**src/rtl/ebp_pkg.sv**
```systemverilog
// ============================================================================
// ebp_pkg
// Shared types and constants for the exhaustive bin packing core.
// ============================================================================
package ebp_pkg;

    localparam int WEIGHT_W = 16;
    localparam int CAP_W    = 20;
    localparam int CNT_W    = 4;
    localparam int SUM_W    = 21;

    localparam logic CFG_ITEM_COUNT   = 1'b0;
    localparam logic CFG_BIN_CAPACITY = 1'b1;

    // Per-cell view of one search step; every cell sees the same broadcast.
    typedef struct packed {
        logic             clear;     // start of a search: reset sums
        logic             add;       // place item weight into selected bin
        logic             sub;       // remove item weight from selected bin
        logic [CNT_W-1:0] bin;       // 0-based bin number
        logic [WEIGHT_W-1:0] w;      // weight being placed or removed
    } ebp_cmd_t;

    typedef enum logic [4:0] {
        ST_LOAD  = 5'b00001,
        ST_TRY   = 5'b00010,
        ST_BACK  = 5'b00100,
        ST_EMIT  = 5'b01000,
        ST_START = 5'b10000
    } ebp_state_t;

endpackage

```
**src/rtl/ebp_bin_cell.sv**
```systemverilog
// ============================================================================
// ebp_bin_cell
// One bin of the packing row: holds the bin's weight sum and member count.
// ============================================================================
module ebp_bin_cell #(
    parameter logic [3:0] BIN_ID = 4'd0
) (
    input  logic                  clk,
    input  logic                  rst_n,
    input  ebp_pkg::ebp_cmd_t     cmd,
    output logic [ebp_pkg::SUM_W-1:0] sum,
    output logic                  empty
);
    import ebp_pkg::*;

    logic [SUM_W-1:0] sum_reg, sum_next;
    logic [CNT_W-1:0] mem_reg, mem_next;
    logic             hit;

    assign hit = (cmd.bin == BIN_ID);

    always_comb
    begin
        sum_next = sum_reg;
        mem_next = mem_reg;
        if (cmd.clear)
        begin
            sum_next = '0;
            mem_next = '0;
        end
        else if (hit && cmd.add)
        begin
            sum_next = sum_reg + SUM_W'(cmd.w);
            mem_next = mem_reg + 1'b1;
        end
        else if (hit && cmd.sub)
        begin
            sum_next = sum_reg - SUM_W'(cmd.w);
            mem_next = mem_reg - 1'b1;
        end
    end

    always_ff @(posedge clk or negedge rst_n)
    begin
        if (!rst_n)
        begin
            sum_reg <= '0;
            mem_reg <= '0;
        end
        else
        begin
            sum_reg <= sum_next;
            mem_reg <= mem_next;
        end
    end

    assign sum   = sum_reg;
    assign empty = (mem_reg == '0);

    a_add_sub_excl: assert property (@(posedge clk) disable iff (!rst_n)
        !(cmd.add && cmd.sub)) else $error("add and sub together");
    a_sum_empty: assert property (@(posedge clk) disable iff (!rst_n)
        (mem_reg == '0) |-> (sum_reg == '0)) else $error("empty bin with weight");
    a_clear: assert property (@(posedge clk) disable iff (!rst_n)
        cmd.clear |=> (mem_reg == '0)) else $error("clear failed");
endmodule

```
**src/rtl/exhaustive_bin_packing_core.sv**
```systemverilog
// ============================================================================
// exhaustive_bin_packing_core
// Loads weights, runs a depth-first bin packing search over a row of bin
// cells, and streams out the best assignment.
// ============================================================================
// channel | dir | handshake            | payload
// in      | in  | in_valid / in_stall  | weight
// out     | out | out_valid / out_stall| bin_index, bins_used, last_item
// cfg     | in  | cfg_we               | cfg_index, cfg_data
//
// Weights load one per cycle. After the last weight, ST_START clears the bin
// cells, then each search cycle does one step: try one candidate bin (place
// or skip it), close an exhausted level, record a leaf, or undo one item.
// Results then leave one per cycle when out_stall is low, held while it is
// high. Input stalls from the last weight until the final result is taken.
// Reset returns control to LOAD with default item count and capacity; bin cells reset to empty.
module exhaustive_bin_packing_core #(
    parameter int MAX_ITEMS = 12
) (
    input  logic        clk,
    input  logic        rst_n,
    input  logic        in_valid,
    output logic        in_stall,
    input  logic [15:0] weight,
    output logic        out_valid,
    input  logic        out_stall,
    output logic [3:0]  bin_index,
    output logic [3:0]  bins_used,
    output logic        last_item,
    input  logic        cfg_we,
    input  logic        cfg_index,
    input  logic [19:0] cfg_data
);
    import ebp_pkg::*;

    localparam int IW = (MAX_ITEMS > 1) ? $clog2(MAX_ITEMS) : 1;

    logic [CNT_W-1:0]    item_count_reg;
    logic [CAP_W-1:0]    cap_reg;
    logic [WEIGHT_W-1:0] wst_reg [MAX_ITEMS];
    logic [CNT_W-1:0]    trial_reg [MAX_ITEMS];
    logic [CNT_W-1:0]    best_reg [MAX_ITEMS];
    logic [CNT_W:0]      best_cnt_reg;
    logic [CNT_W:0]      open_reg;
    logic [CNT_W:0]      k_reg;       // current depth
    logic [CNT_W:0]      n_reg;
    logic [CNT_W:0]      ld_reg;
    logic                found_reg;
    ebp_state_t          st_reg;

    logic [SUM_W-1:0]    sums  [MAX_ITEMS];
    logic                empt  [MAX_ITEMS];
    ebp_cmd_t            cmd;

    logic [CNT_W:0] eff_n;
    always_comb
    begin
        if (item_count_reg == '0)
            eff_n = 5'd1;
        else if (32'(item_count_reg) > MAX_ITEMS)
            eff_n = (CNT_W+1)'(MAX_ITEMS);
        else
            eff_n = {1'b0, item_count_reg};
    end

    genvar g;
    generate
        for (g = 0; g < MAX_ITEMS; g++)
        begin : g_cell
            ebp_bin_cell #(.BIN_ID(4'(g))) u_cell (
                .clk(clk), .rst_n(rst_n), .cmd(cmd),
                .sum(sums[g]), .empty(empt[g]));
        end
    endgenerate

    // Candidate at current depth: trial bin j (1-based) from trial_reg[k].
    logic [IW-1:0]       kix;
    logic [CNT_W-1:0]    cand;
    logic [IW-1:0]       bix;
    logic [SUM_W-1:0]    tot;
    logic                fits, beats, cand_ok, cand_end;
    logic [CNT_W:0]      opens;
    assign kix   = k_reg[IW-1:0];
    assign cand  = trial_reg[kix];
    assign bix   = IW'(cand - 1'b1);
    assign opens = {4'd0, empt[bix]};
    assign tot   = sums[bix] + SUM_W'(wst_reg[kix]);
    assign fits  = (tot <= SUM_W'(cap_reg));
    assign beats = ((open_reg + opens) < best_cnt_reg);
    assign cand_end = ({1'b0, cand} > k_reg + 1'b1);
    assign cand_ok  = fits && beats;

    // Undo target at depth k-1.
    logic [IW-1:0] pix;
    assign pix = IW'(k_reg - 1'b1);

    logic in_acc, out_acc;
    assign in_stall  = (st_reg != ST_LOAD);
    assign in_acc    = in_valid && !in_stall;
    assign out_valid = (st_reg == ST_EMIT);
    assign out_acc   = out_valid && !out_stall;
    assign bin_index = found_reg ? best_reg[kix] : '0;
    assign bins_used = found_reg ? best_cnt_reg[CNT_W-1:0] : '0;
    assign last_item = (k_reg + 1'b1 == n_reg);

    // Bin of item p becomes empty on undo when no earlier item shares it.
    function automatic logic empt_after(input logic [IW-1:0] p);
        logic r;
        r = 1'b1;
        for (int i = 0; i < MAX_ITEMS; i++)
            if (i < int'(p) && trial_reg[i] == trial_reg[p])
                r = 1'b0;
        return r;
    endfunction

    always_comb
    begin
        cmd = '0;
        cmd.bin = 4'(bix);
        cmd.w   = wst_reg[kix];
        unique case (st_reg)
            ST_START: cmd.clear = 1'b1;
            ST_TRY:
            begin
                if (k_reg < n_reg && !cand_end && cand_ok)
                    cmd.add = 1'b1;
            end
            ST_BACK:
            begin
                cmd.bin = trial_reg[pix] - 1'b1;
                cmd.w   = wst_reg[pix];
                cmd.sub = 1'b1;
            end
            default: ;
        endcase
    end

    always_ff @(posedge clk)
    begin
        if (in_acc && ld_reg < (CNT_W+1)'(MAX_ITEMS))
            wst_reg[ld_reg[IW-1:0]] <= weight;
        if (st_reg == ST_TRY && k_reg >= n_reg && open_reg < best_cnt_reg)
            for (int i = 0; i < MAX_ITEMS; i++)
                best_reg[i] <= trial_reg[i];
    end

    always_ff @(posedge clk or negedge rst_n)
    begin
        if (!rst_n)
        begin
            item_count_reg <= 4'd12;
            cap_reg        <= 20'd65536;
            st_reg         <= ST_LOAD;
            ld_reg         <= '0;
            k_reg          <= '0;
            n_reg          <= '0;
            open_reg       <= '0;
            best_cnt_reg   <= '0;
            found_reg      <= 1'b0;
            for (int i = 0; i < MAX_ITEMS; i++)
                trial_reg[i] <= 4'd1;
        end
        else
        begin
            if (cfg_we)
            begin
                if (cfg_index == CFG_ITEM_COUNT)
                    item_count_reg <= cfg_data[CNT_W-1:0];
                else
                    cap_reg <= cfg_data;
            end
            unique case (st_reg)
                ST_LOAD:
                begin
                    if (in_acc)
                    begin
                        if (ld_reg + 1'b1 >= eff_n)
                        begin
                            ld_reg       <= '0;
                            n_reg        <= eff_n;
                            best_cnt_reg <= eff_n + 1'b1;
                            open_reg     <= '0;
                            found_reg    <= 1'b0;
                            k_reg        <= '0;
                            for (int i = 0; i < MAX_ITEMS; i++)
                                trial_reg[i] <= 4'd1;
                            st_reg <= ST_START;
                        end
                        else
                            ld_reg <= ld_reg + 1'b1;
                    end
                end
                ST_START: st_reg <= ST_TRY;
                ST_TRY:
                begin
                    if (k_reg >= n_reg)
                    begin
                        // leaf: record if it beats the best, then back up
                        if (open_reg < best_cnt_reg)
                        begin
                            best_cnt_reg <= open_reg;
                            found_reg    <= 1'b1;
                        end
                        st_reg <= ST_BACK;
                    end
                    else if (cand_end)
                    begin
                        trial_reg[kix] <= 4'd1;
                        if (k_reg == '0)
                        begin
                            k_reg  <= '0;
                            st_reg <= ST_EMIT;
                        end
                        else
                            st_reg <= ST_BACK;
                    end
                    else if (cand_ok)
                    begin
                        open_reg <= open_reg + opens;
                        k_reg    <= k_reg + 1'b1;
                    end
                    else
                        trial_reg[kix] <= cand + 1'b1;
                end
                ST_BACK:
                begin
                    // undo item k-1 and advance its choice
                    open_reg <= open_reg - {4'd0,
                        (sums[trial_reg[pix][IW-1:0] - 1'b1] == SUM_W'(wst_reg[pix]))
                        && empt_after(pix)};
                    trial_reg[pix] <= trial_reg[pix] + 1'b1;
                    k_reg  <= k_reg - 1'b1;
                    st_reg <= ST_TRY;
                end
                ST_EMIT:
                begin
                    if (out_acc)
                    begin
                        if (k_reg + 1'b1 == n_reg)
                        begin
                            k_reg  <= '0;
                            st_reg <= ST_LOAD;
                        end
                        else
                            k_reg <= k_reg + 1'b1;
                    end
                end
                default: st_reg <= ST_LOAD;
            endcase
        end
    end

    a_in_blocked: assert property (@(posedge clk) disable iff (!rst_n)
        (st_reg != ST_LOAD) |-> in_stall) else $error("input open during search");
    a_depth: assert property (@(posedge clk) disable iff (!rst_n)
        (st_reg == ST_TRY) |-> (k_reg <= n_reg)) else $error("depth overrun");
    a_open: assert property (@(posedge clk) disable iff (!rst_n)
        (st_reg == ST_TRY) |-> (open_reg <= k_reg)) else $error("open count too big");
    a_emit_found: assert property (@(posedge clk) disable iff (!rst_n)
        (out_valid && found_reg) |-> (bins_used != '0)) else $error("zero bins");
endmodule
```
**config.mk**
```make
export PLATFORM = sky130hd
export DESIGN_NAME = exhaustive_bin_packing_core
export DESIGN_NICKNAME = d
export VERILOG_FILES = /design/src/rtl/ebp_pkg.sv /design/src/rtl/ebp_bin_cell.sv /design/src/rtl/exhaustive_bin_packing_core.sv
export SDC_FILE = /design/constraint.sdc
export NUM_CORES = 2
export LEC_CHECK = 0
export BUFFER_PORTS_ARGS = -buffer_cell sky130_fd_sc_hd__buf_2
export CAP_MARGIN = 10
export CORE_UTILIZATION = 45
export DETAILED_ROUTE_END_ITERATION = 16
export PLACE_DENSITY = 0.65
export SLEW_MARGIN = 25
export SYNTH_ARGS = -nofsm -noshare
export SYNTH_HDL_FRONTEND = slang
export SYNTH_HIERARCHICAL = 1
export SYNTH_SLANG_ARGS = --single-unit
```
**constraint.sdc**
```tcl
create_clock -name clk -period 14.4 [get_ports clk]
set_clock_uncertainty 0.15 [all_clocks]
set_input_delay 0.72 -clock clk [delete_from_list [all_inputs] [get_ports clk]]
set_output_delay 0.72 -clock clk [all_outputs]
set_load 0.01 [all_outputs]
```
**Word-level counts from Yosys, hierarchy flattened**

Memory sizes are Yosys's and may differ from the RTL's.
Cells that the tools add are included.

- Flip-flop bits (word level): 403
- RAM bits: 240
- Input port bits: 42
- Output and inout bits: 11
- Word-level logic and storage cells: 431
- Memories: 2

- $add $sub $neg: 59
- $lt $le $gt $ge: 27
- Equal/unequal tests: 44
- Muxes and demuxes: 156
- Bitwise operators: 8
- Reductions and logical operators: 90

Memories:

| name | depth | width | read ports | clocked after memory_dff | wr ports | line | text |
|---|---|---|---|---|---|---|---|
| wst_reg | 12 | 16 | 2 | 0 | 1 | exhaustive_bin_packing_core.sv:40 | `logic [WEIGHT_W-1:0] wst_reg [MAX_ITEMS];` |
| best_reg | 12 | 4 | 1 | 0 | 12 | exhaustive_bin_packing_core.sv:42 | `logic [CNT_W-1:0] best_reg [MAX_ITEMS];` |

Operators with widths:

| kind | number |
|---|---|
| 21-bit 2-to-1 mux | 41 |
| 21-bit by 16-bit adder with 21-bit output | 13 |
| 21-bit by 16-bit subtractor with 21-bit output | 12 |
| 48-bit 2-to-1 mux | 5 |
| 4-bit 2-to-1 mux | 46 |
| 21-bit binary-select mux with 4-bit select | 2 |
| 48-bit case mux with 3 select lines | 1 |
| 5-bit 2-to-1 mux | 23 |
| 48-bit bitwise mux | 2 |
| 4-bit by 1-bit adder with 4-bit output, second input constant | 14 |
| 4-bit zero test | 14 |
| 4-bit by 1-bit subtractor with 4-bit output, second input constant | 14 |
| 4-bit == test | 12 |
| 1-bit logical AND | 47 |
| 5-bit case mux with 4 select lines | 2 |
| 3-bit nonzero test | 13 |
| 36-bit AND | 1 |
| 36-bit inverter | 1 |
| 4-bit binary-select mux with 4-bit select | 2 |
| 4-bit demux with 4-bit select | 2 |
| 1-bit 2-to-1 mux | 26 |
| 21-bit by 16-bit == test with 1-bit output | 1 |
| 21-bit by 20-bit <= comparator with 1-bit output | 1 |
| 5-bit >= comparator, second input constant | 4 |
| 46 further kinds | 85 |

**Depth between registers and ports, before layout**

- Depth after elaboration: 23
- Mapped depth: 53
- Gate-level depth less buffers: 43

**Hierarchy**

The synthesis kept the hierarchy.

Modules (own cells, without submodules):

| module | times used | cells each | area an instance (um^2) | seq. area each (um^2) |
|---|---|---|---|---|
| exhaustive_bin_packing_core | 1 | 1,888 | 23,772.8 | 9,779.4 |
| ebp_bin_cell (g_cell[10].u_cell ...) | 5 | 295 | 2,428.6 | 625.6 |
| ebp_bin_cell (g_cell[4].u_cell ...) | 2 | 302 | 2,522.4 | 625.6 |
| ebp_bin_cell (g_cell[1].u_cell ...) | 2 | 305 | 2,493.6 | 625.6 |
| ebp_bin_cell (g_cell[11].u_cell ...) | 2 | 294 | 2,406.1 | 625.6 |
| ebp_bin_cell (g_cell[0].u_cell) | 1 | 302 | 2,514.9 | 625.6 |

**Worst setup path before layout**

No wires, ideal clock.

- Kind: register to register
- From: reg k_reg[1]
- To: reg g_cell[1].u_cell.sum_reg[20]
- Library setup time: 0.128 ns
- Data arrival time: 12.504 ns
- Data required time: 14.122 ns
- Path slack: 1.618 ns
- Stages on the path, launching flop included: 52
- Buffers on the path: 9
- Period minus slack after synthesis: 12.782 ns
- Cell sequence: dfrtp_1 > buf_4 > mux4_2 > nand2_2 > a31oi_4 > buf_6 > buf_1 > inv_1 > ha_1 > clkbuf_1 > clkbuf_1 > clkbuf_1 > mux4_2 > mux2i_1 > o21ai_0 > ha_1 > a21o_1 > a21oi_1 > (+16 left out) > inv_1 > o211ai_2 > buf_2 > nor3_1 > and2_1 > buf_2 > inv_4 > clkbuf_1 > nand2_1 > xnor2_1 > ha_1 > and2_1 > a21o_1 > a221o_1 > o31a_1 > nor3_1 > mux2i_1 > mux2_1

RTL lines:

| item | line | text |
|---|---|---|
| start: declaration | exhaustive_bin_packing_core.sv:45 | `logic [CNT_W:0] k_reg;` |
| start signal: assignment | exhaustive_bin_packing_core.sv:220 | `k_reg <= k_reg + 1'b1;` |
| start signal: assignment | exhaustive_bin_packing_core.sv:232 | `k_reg <= k_reg - 1'b1;` |
| start signal: assignment | exhaustive_bin_packing_core.sv:245 | `k_reg <= k_reg + 1'b1;` |
| end signal: assignment | ebp_bin_cell.sv:52 | `sum_reg <= sum_next;` |
| end: declaration | ebp_bin_cell.sv:16 | `logic [SUM_W-1:0] sum_reg, sum_next;` |

==> summary.md <==
| Metric | Value |
|---|---|
| Via count | `45400` |
| M2 GR Usage | `43.3%` |
| Layout Cells excl Fill | `7027` |
| Met3 Use GR | `5.40%` |
| Fillcell total | `10700` |
| Largest net degree at the start of global routing | `145` |
| Mapped Cells | `about 5500` |
| Io pins | `53` |
| PnR worst setup slack | `1.20 ns` |
| DR iter-0 viols | `about 4700` |
| Final HPWL DP | `121000 um` |
| Layout net count | `5860` |
| Unrepaired setup endpoints after global routing | `no` |
| Async S/R FF share, synth | `62.6%` |
| TritonRoute pass-1 iters | `6` |
| Critical path's largest stage delay | `0.92 ns` |
| Crit path max-delay cell type | `ha_4` |
| Detailed Route WL | `between 150000 and 200000 um` |
| Cell Rows | `about 130` |
| Dpl cell area | `0.0553 mm2` |
| Layout cells sized above 1 | `13.2%` |
| Post-CTS Resized | `0` |
| TritonCTS Buffers | `79` |
| Final ANT Viol Nets | `0` |
| Pwr Density | `174 mW/mm2` |
| Final Critical Period | `13.20 ns` |
| CTS H-Tree Depth | `3` |
| Max FFs per register | `around 250` |
| Final setup viols | `0` |
| Hold Vio Cnt, Final | `0` |
| Worst hold path type | `in2reg` |
| Netlist Area Pre-Place | `0.0533 mm2` |
| Setup slack, reg-to-reg | `roughly 1.2 ns` |
| Max-Cap Viols | `0` |
| Critical path arrival | `13.60 ns` |
| Cell area after layout | `0.0580 mm2` |
| F_max | `75.7 MHz` |
| Worst endpoint required time | `14.80 ns` |
| Area Growth Syn to Fin | `8.96%` |
| Max Buffers Root-to-Sink | `3` |
| GR Layer Usage met1 | `38.5%` |
| CTS tree | `yes` |
| GRT Util Overall | `28.0%` |
| Clock Root Buffer | `clkbuf_16` |
| CP Max Fanout | `68` |
| GPL Wtd Cong | `1.00` |
| Wirelength per Cell | `approximately 24 um` |
| Setup TNS | `0 ns` |
| Gr busiest metal | `met2` |
| Main synth FF type | `dfrtp_1` |
| Post-synthesis sequential element count | `around 640` |
| Remaining DRCs | `0` |
| Startpoint Class | `flip-flop` |
| Chip width | `about 350 um` |
| Slew @ Worst Pin | `1.14 ns` |
| # clock sinks | `642` |
| Vias in the first global route | `42600` |
| Post-synth EDFFs | `240` |
| P_leak | `23.7 nW` |
| Full die area | `0.120 mm2` |
| Area of the core | `0.117 mm2` |
| Starting density of the core | `45.6%` |
| First-pass GRT wire length | `~260000 um` |
| Peak supply drop | `159 uV` |
| Outcome | `completed` |
| Congestion Overflow GR | `0` |
| Initial antenna violation count | `2` |
| Library cells used by synthesis | `112` |
| Die Y-Extent | `346 um` |
| Syn_nets | `5885` |
| Place WS | `1.42 ns` |
| Critical path class | `reg2reg` |
| Tot Pwr | `10.1 mW` |
| Slew Viols, Final | `0` |
| Period utilisation layout | `between 90% and 100%` |
| Worst Setup End Kind | `flip-flop` |
| Yosys warning total | `6` |
| Via density per instance | `6.45` |
| Port bufs | `52` |
| Latest clock arrival within the worst-skew pair | `0.71 ns` |
| Sequential-to-total area share from yosys stat | `~32%` |
| Placed cell count | `6883` |
| Mapped Avg Cell Area | `~9.7 um2` |
| Worst-path clk slew | `0.06 ns` |
| Max-slew headroom | `23.0%` |
## cells in the mapped netlist (26+ instances only)
library cell	number	area share (%)
a31oi_1	46	0.54
nand4_1	28	0.33
ha_1	351	8.2
edfxtp_1	240	14
inv_1	164	1.2
clkbuf_1	152	1.1
a21o_1	132	1.9
xnor2_1	252	4.1
mux4_2	241	10
xor2_1	123	2.0
nor3_1	137	1.3
buf_1	31	0.22
o21a_1	112	1.6
o211ai_1	34	0.48
o22ai_1	40	0.47
a21oi_1	492	4.6
or4_1	26	0.37
nor4_1	53	0.62
nor2b_1	45	0.53
buf_2	41	0.39
dfrtp_1	386	18
or3_1	67	0.79
and3_1	52	0.61
o21ai_0	291	2.7
and2_1	61	0.72
a22o_1	49	0.81
a211oi_1	70	0.99
mux2i_1	95	1.8
nand3_1	177	1.7
nor2_1	308	2.2
nand2_1	519	3.7
o31ai_1	89	1.3
## timing repair
item / in CTS / in global routing
endpoints found under the hold margin: 88 / 0
hold buffers: 1 / 0
buffers inserted: 0 / 0
## through the flow
step                      util (%)  hold WS [ns]
after global routing          49.7        0.0927
after CTS                     49.7        0.0763
after floorplan                  -         0.274
after detailed placement      47.4         0.346
final                         49.7         0.106
after global placement        47.4         0.341
## worst max-delay path: cells and delay by family, from the launching register on
| kind | cells | cell delay, ns |
|---|---|---|
| AOI/OAI and AO/OA | 19 | 4.91 |
| xor gates and xnor gates | 1 | 0.10 |
| adders and majority gates | 4 | 1.96 |
| buffers and inverters | 5 | 1.33 |
| DFF | 1 | 0.79 |
| muxes | 4 | 1.04 |
| and+or+nand+nor | 10 | 2.66 |
## path summary, 6_finish.rpt
kind	to	cells after the start	start
max	g_cell[4].u_cell/sum[20]	43	k_reg[2]
min	cap_reg[14]	2	cfg_data[14]
max reg2reg	g_cell[4].u_cell/sum[20]	43	k_reg[2]
min reg2reg	cap_reg[15]	1	cap_reg[15]
max in group asynchronous	k_reg[1]	4	rst_n
min in group asynchronous	g_cell[5].u_cell/mem_reg[0]	2	rst_n
## placed cells by master (no fill, tap or decap), types with 69 or more instances in the layout
cell	count
a21oi_1	492
inv_1	164
nor3_1	136
dfrtp_1	383
nand2_1	519
ha_1	348
clkbuf_16	79
a21o_1	132
edfxtp_1	240
o21a_1	112
xor2_1	121
o21ai_0	269
xnor2_1	250
mux2i_1	95
nand3_1	177
a211oi_1	69
mux4_2	241
buf_4	88
nor2_1	308
o31ai_1	89
## kinds of logic after synthesis
kind of cell	synth area share [%]
compound gates	20.1
mux	12.9
flops	32.4
xor+xnor	6.25
simple gates	15.7
fa+ha+maj	9.18
buf+inv	3.47
## layer usage
metal | part of all wire [%] | up-vias | wire length (um)
li1 | - | 20800 | -
met3 | 8.1 | 336 | 13800
met5 | 0.0065 | - | 11
met1 | 43 | 22400 | 73000
met2 | 45 | 1817 | 75700
met4 | 4.3 | 2 | 7250
## where the power goes
group | total [mW] | internal (mW) | switching (mW)
clock | 2.08 | 1.19 | 0.893
combinational | 5.60 | 2.13 | 3.46
sequential | 2.43 | 2.14 | 0.288
## cell type report
type	count	area (um2)	area share [%]
multi-input cells	4393	34500	59.4
flip-flops and latches	642	17300	29.8
clock buffers	96	2070	3.57
well taps	1524	1910	3.28
repair buffers	145	1020	1.75
inverters	181	686	1.18
clock inverters	44	606	1.04
diodes	2	5.00	0.00862
Power figures use the tool's default switching activity.
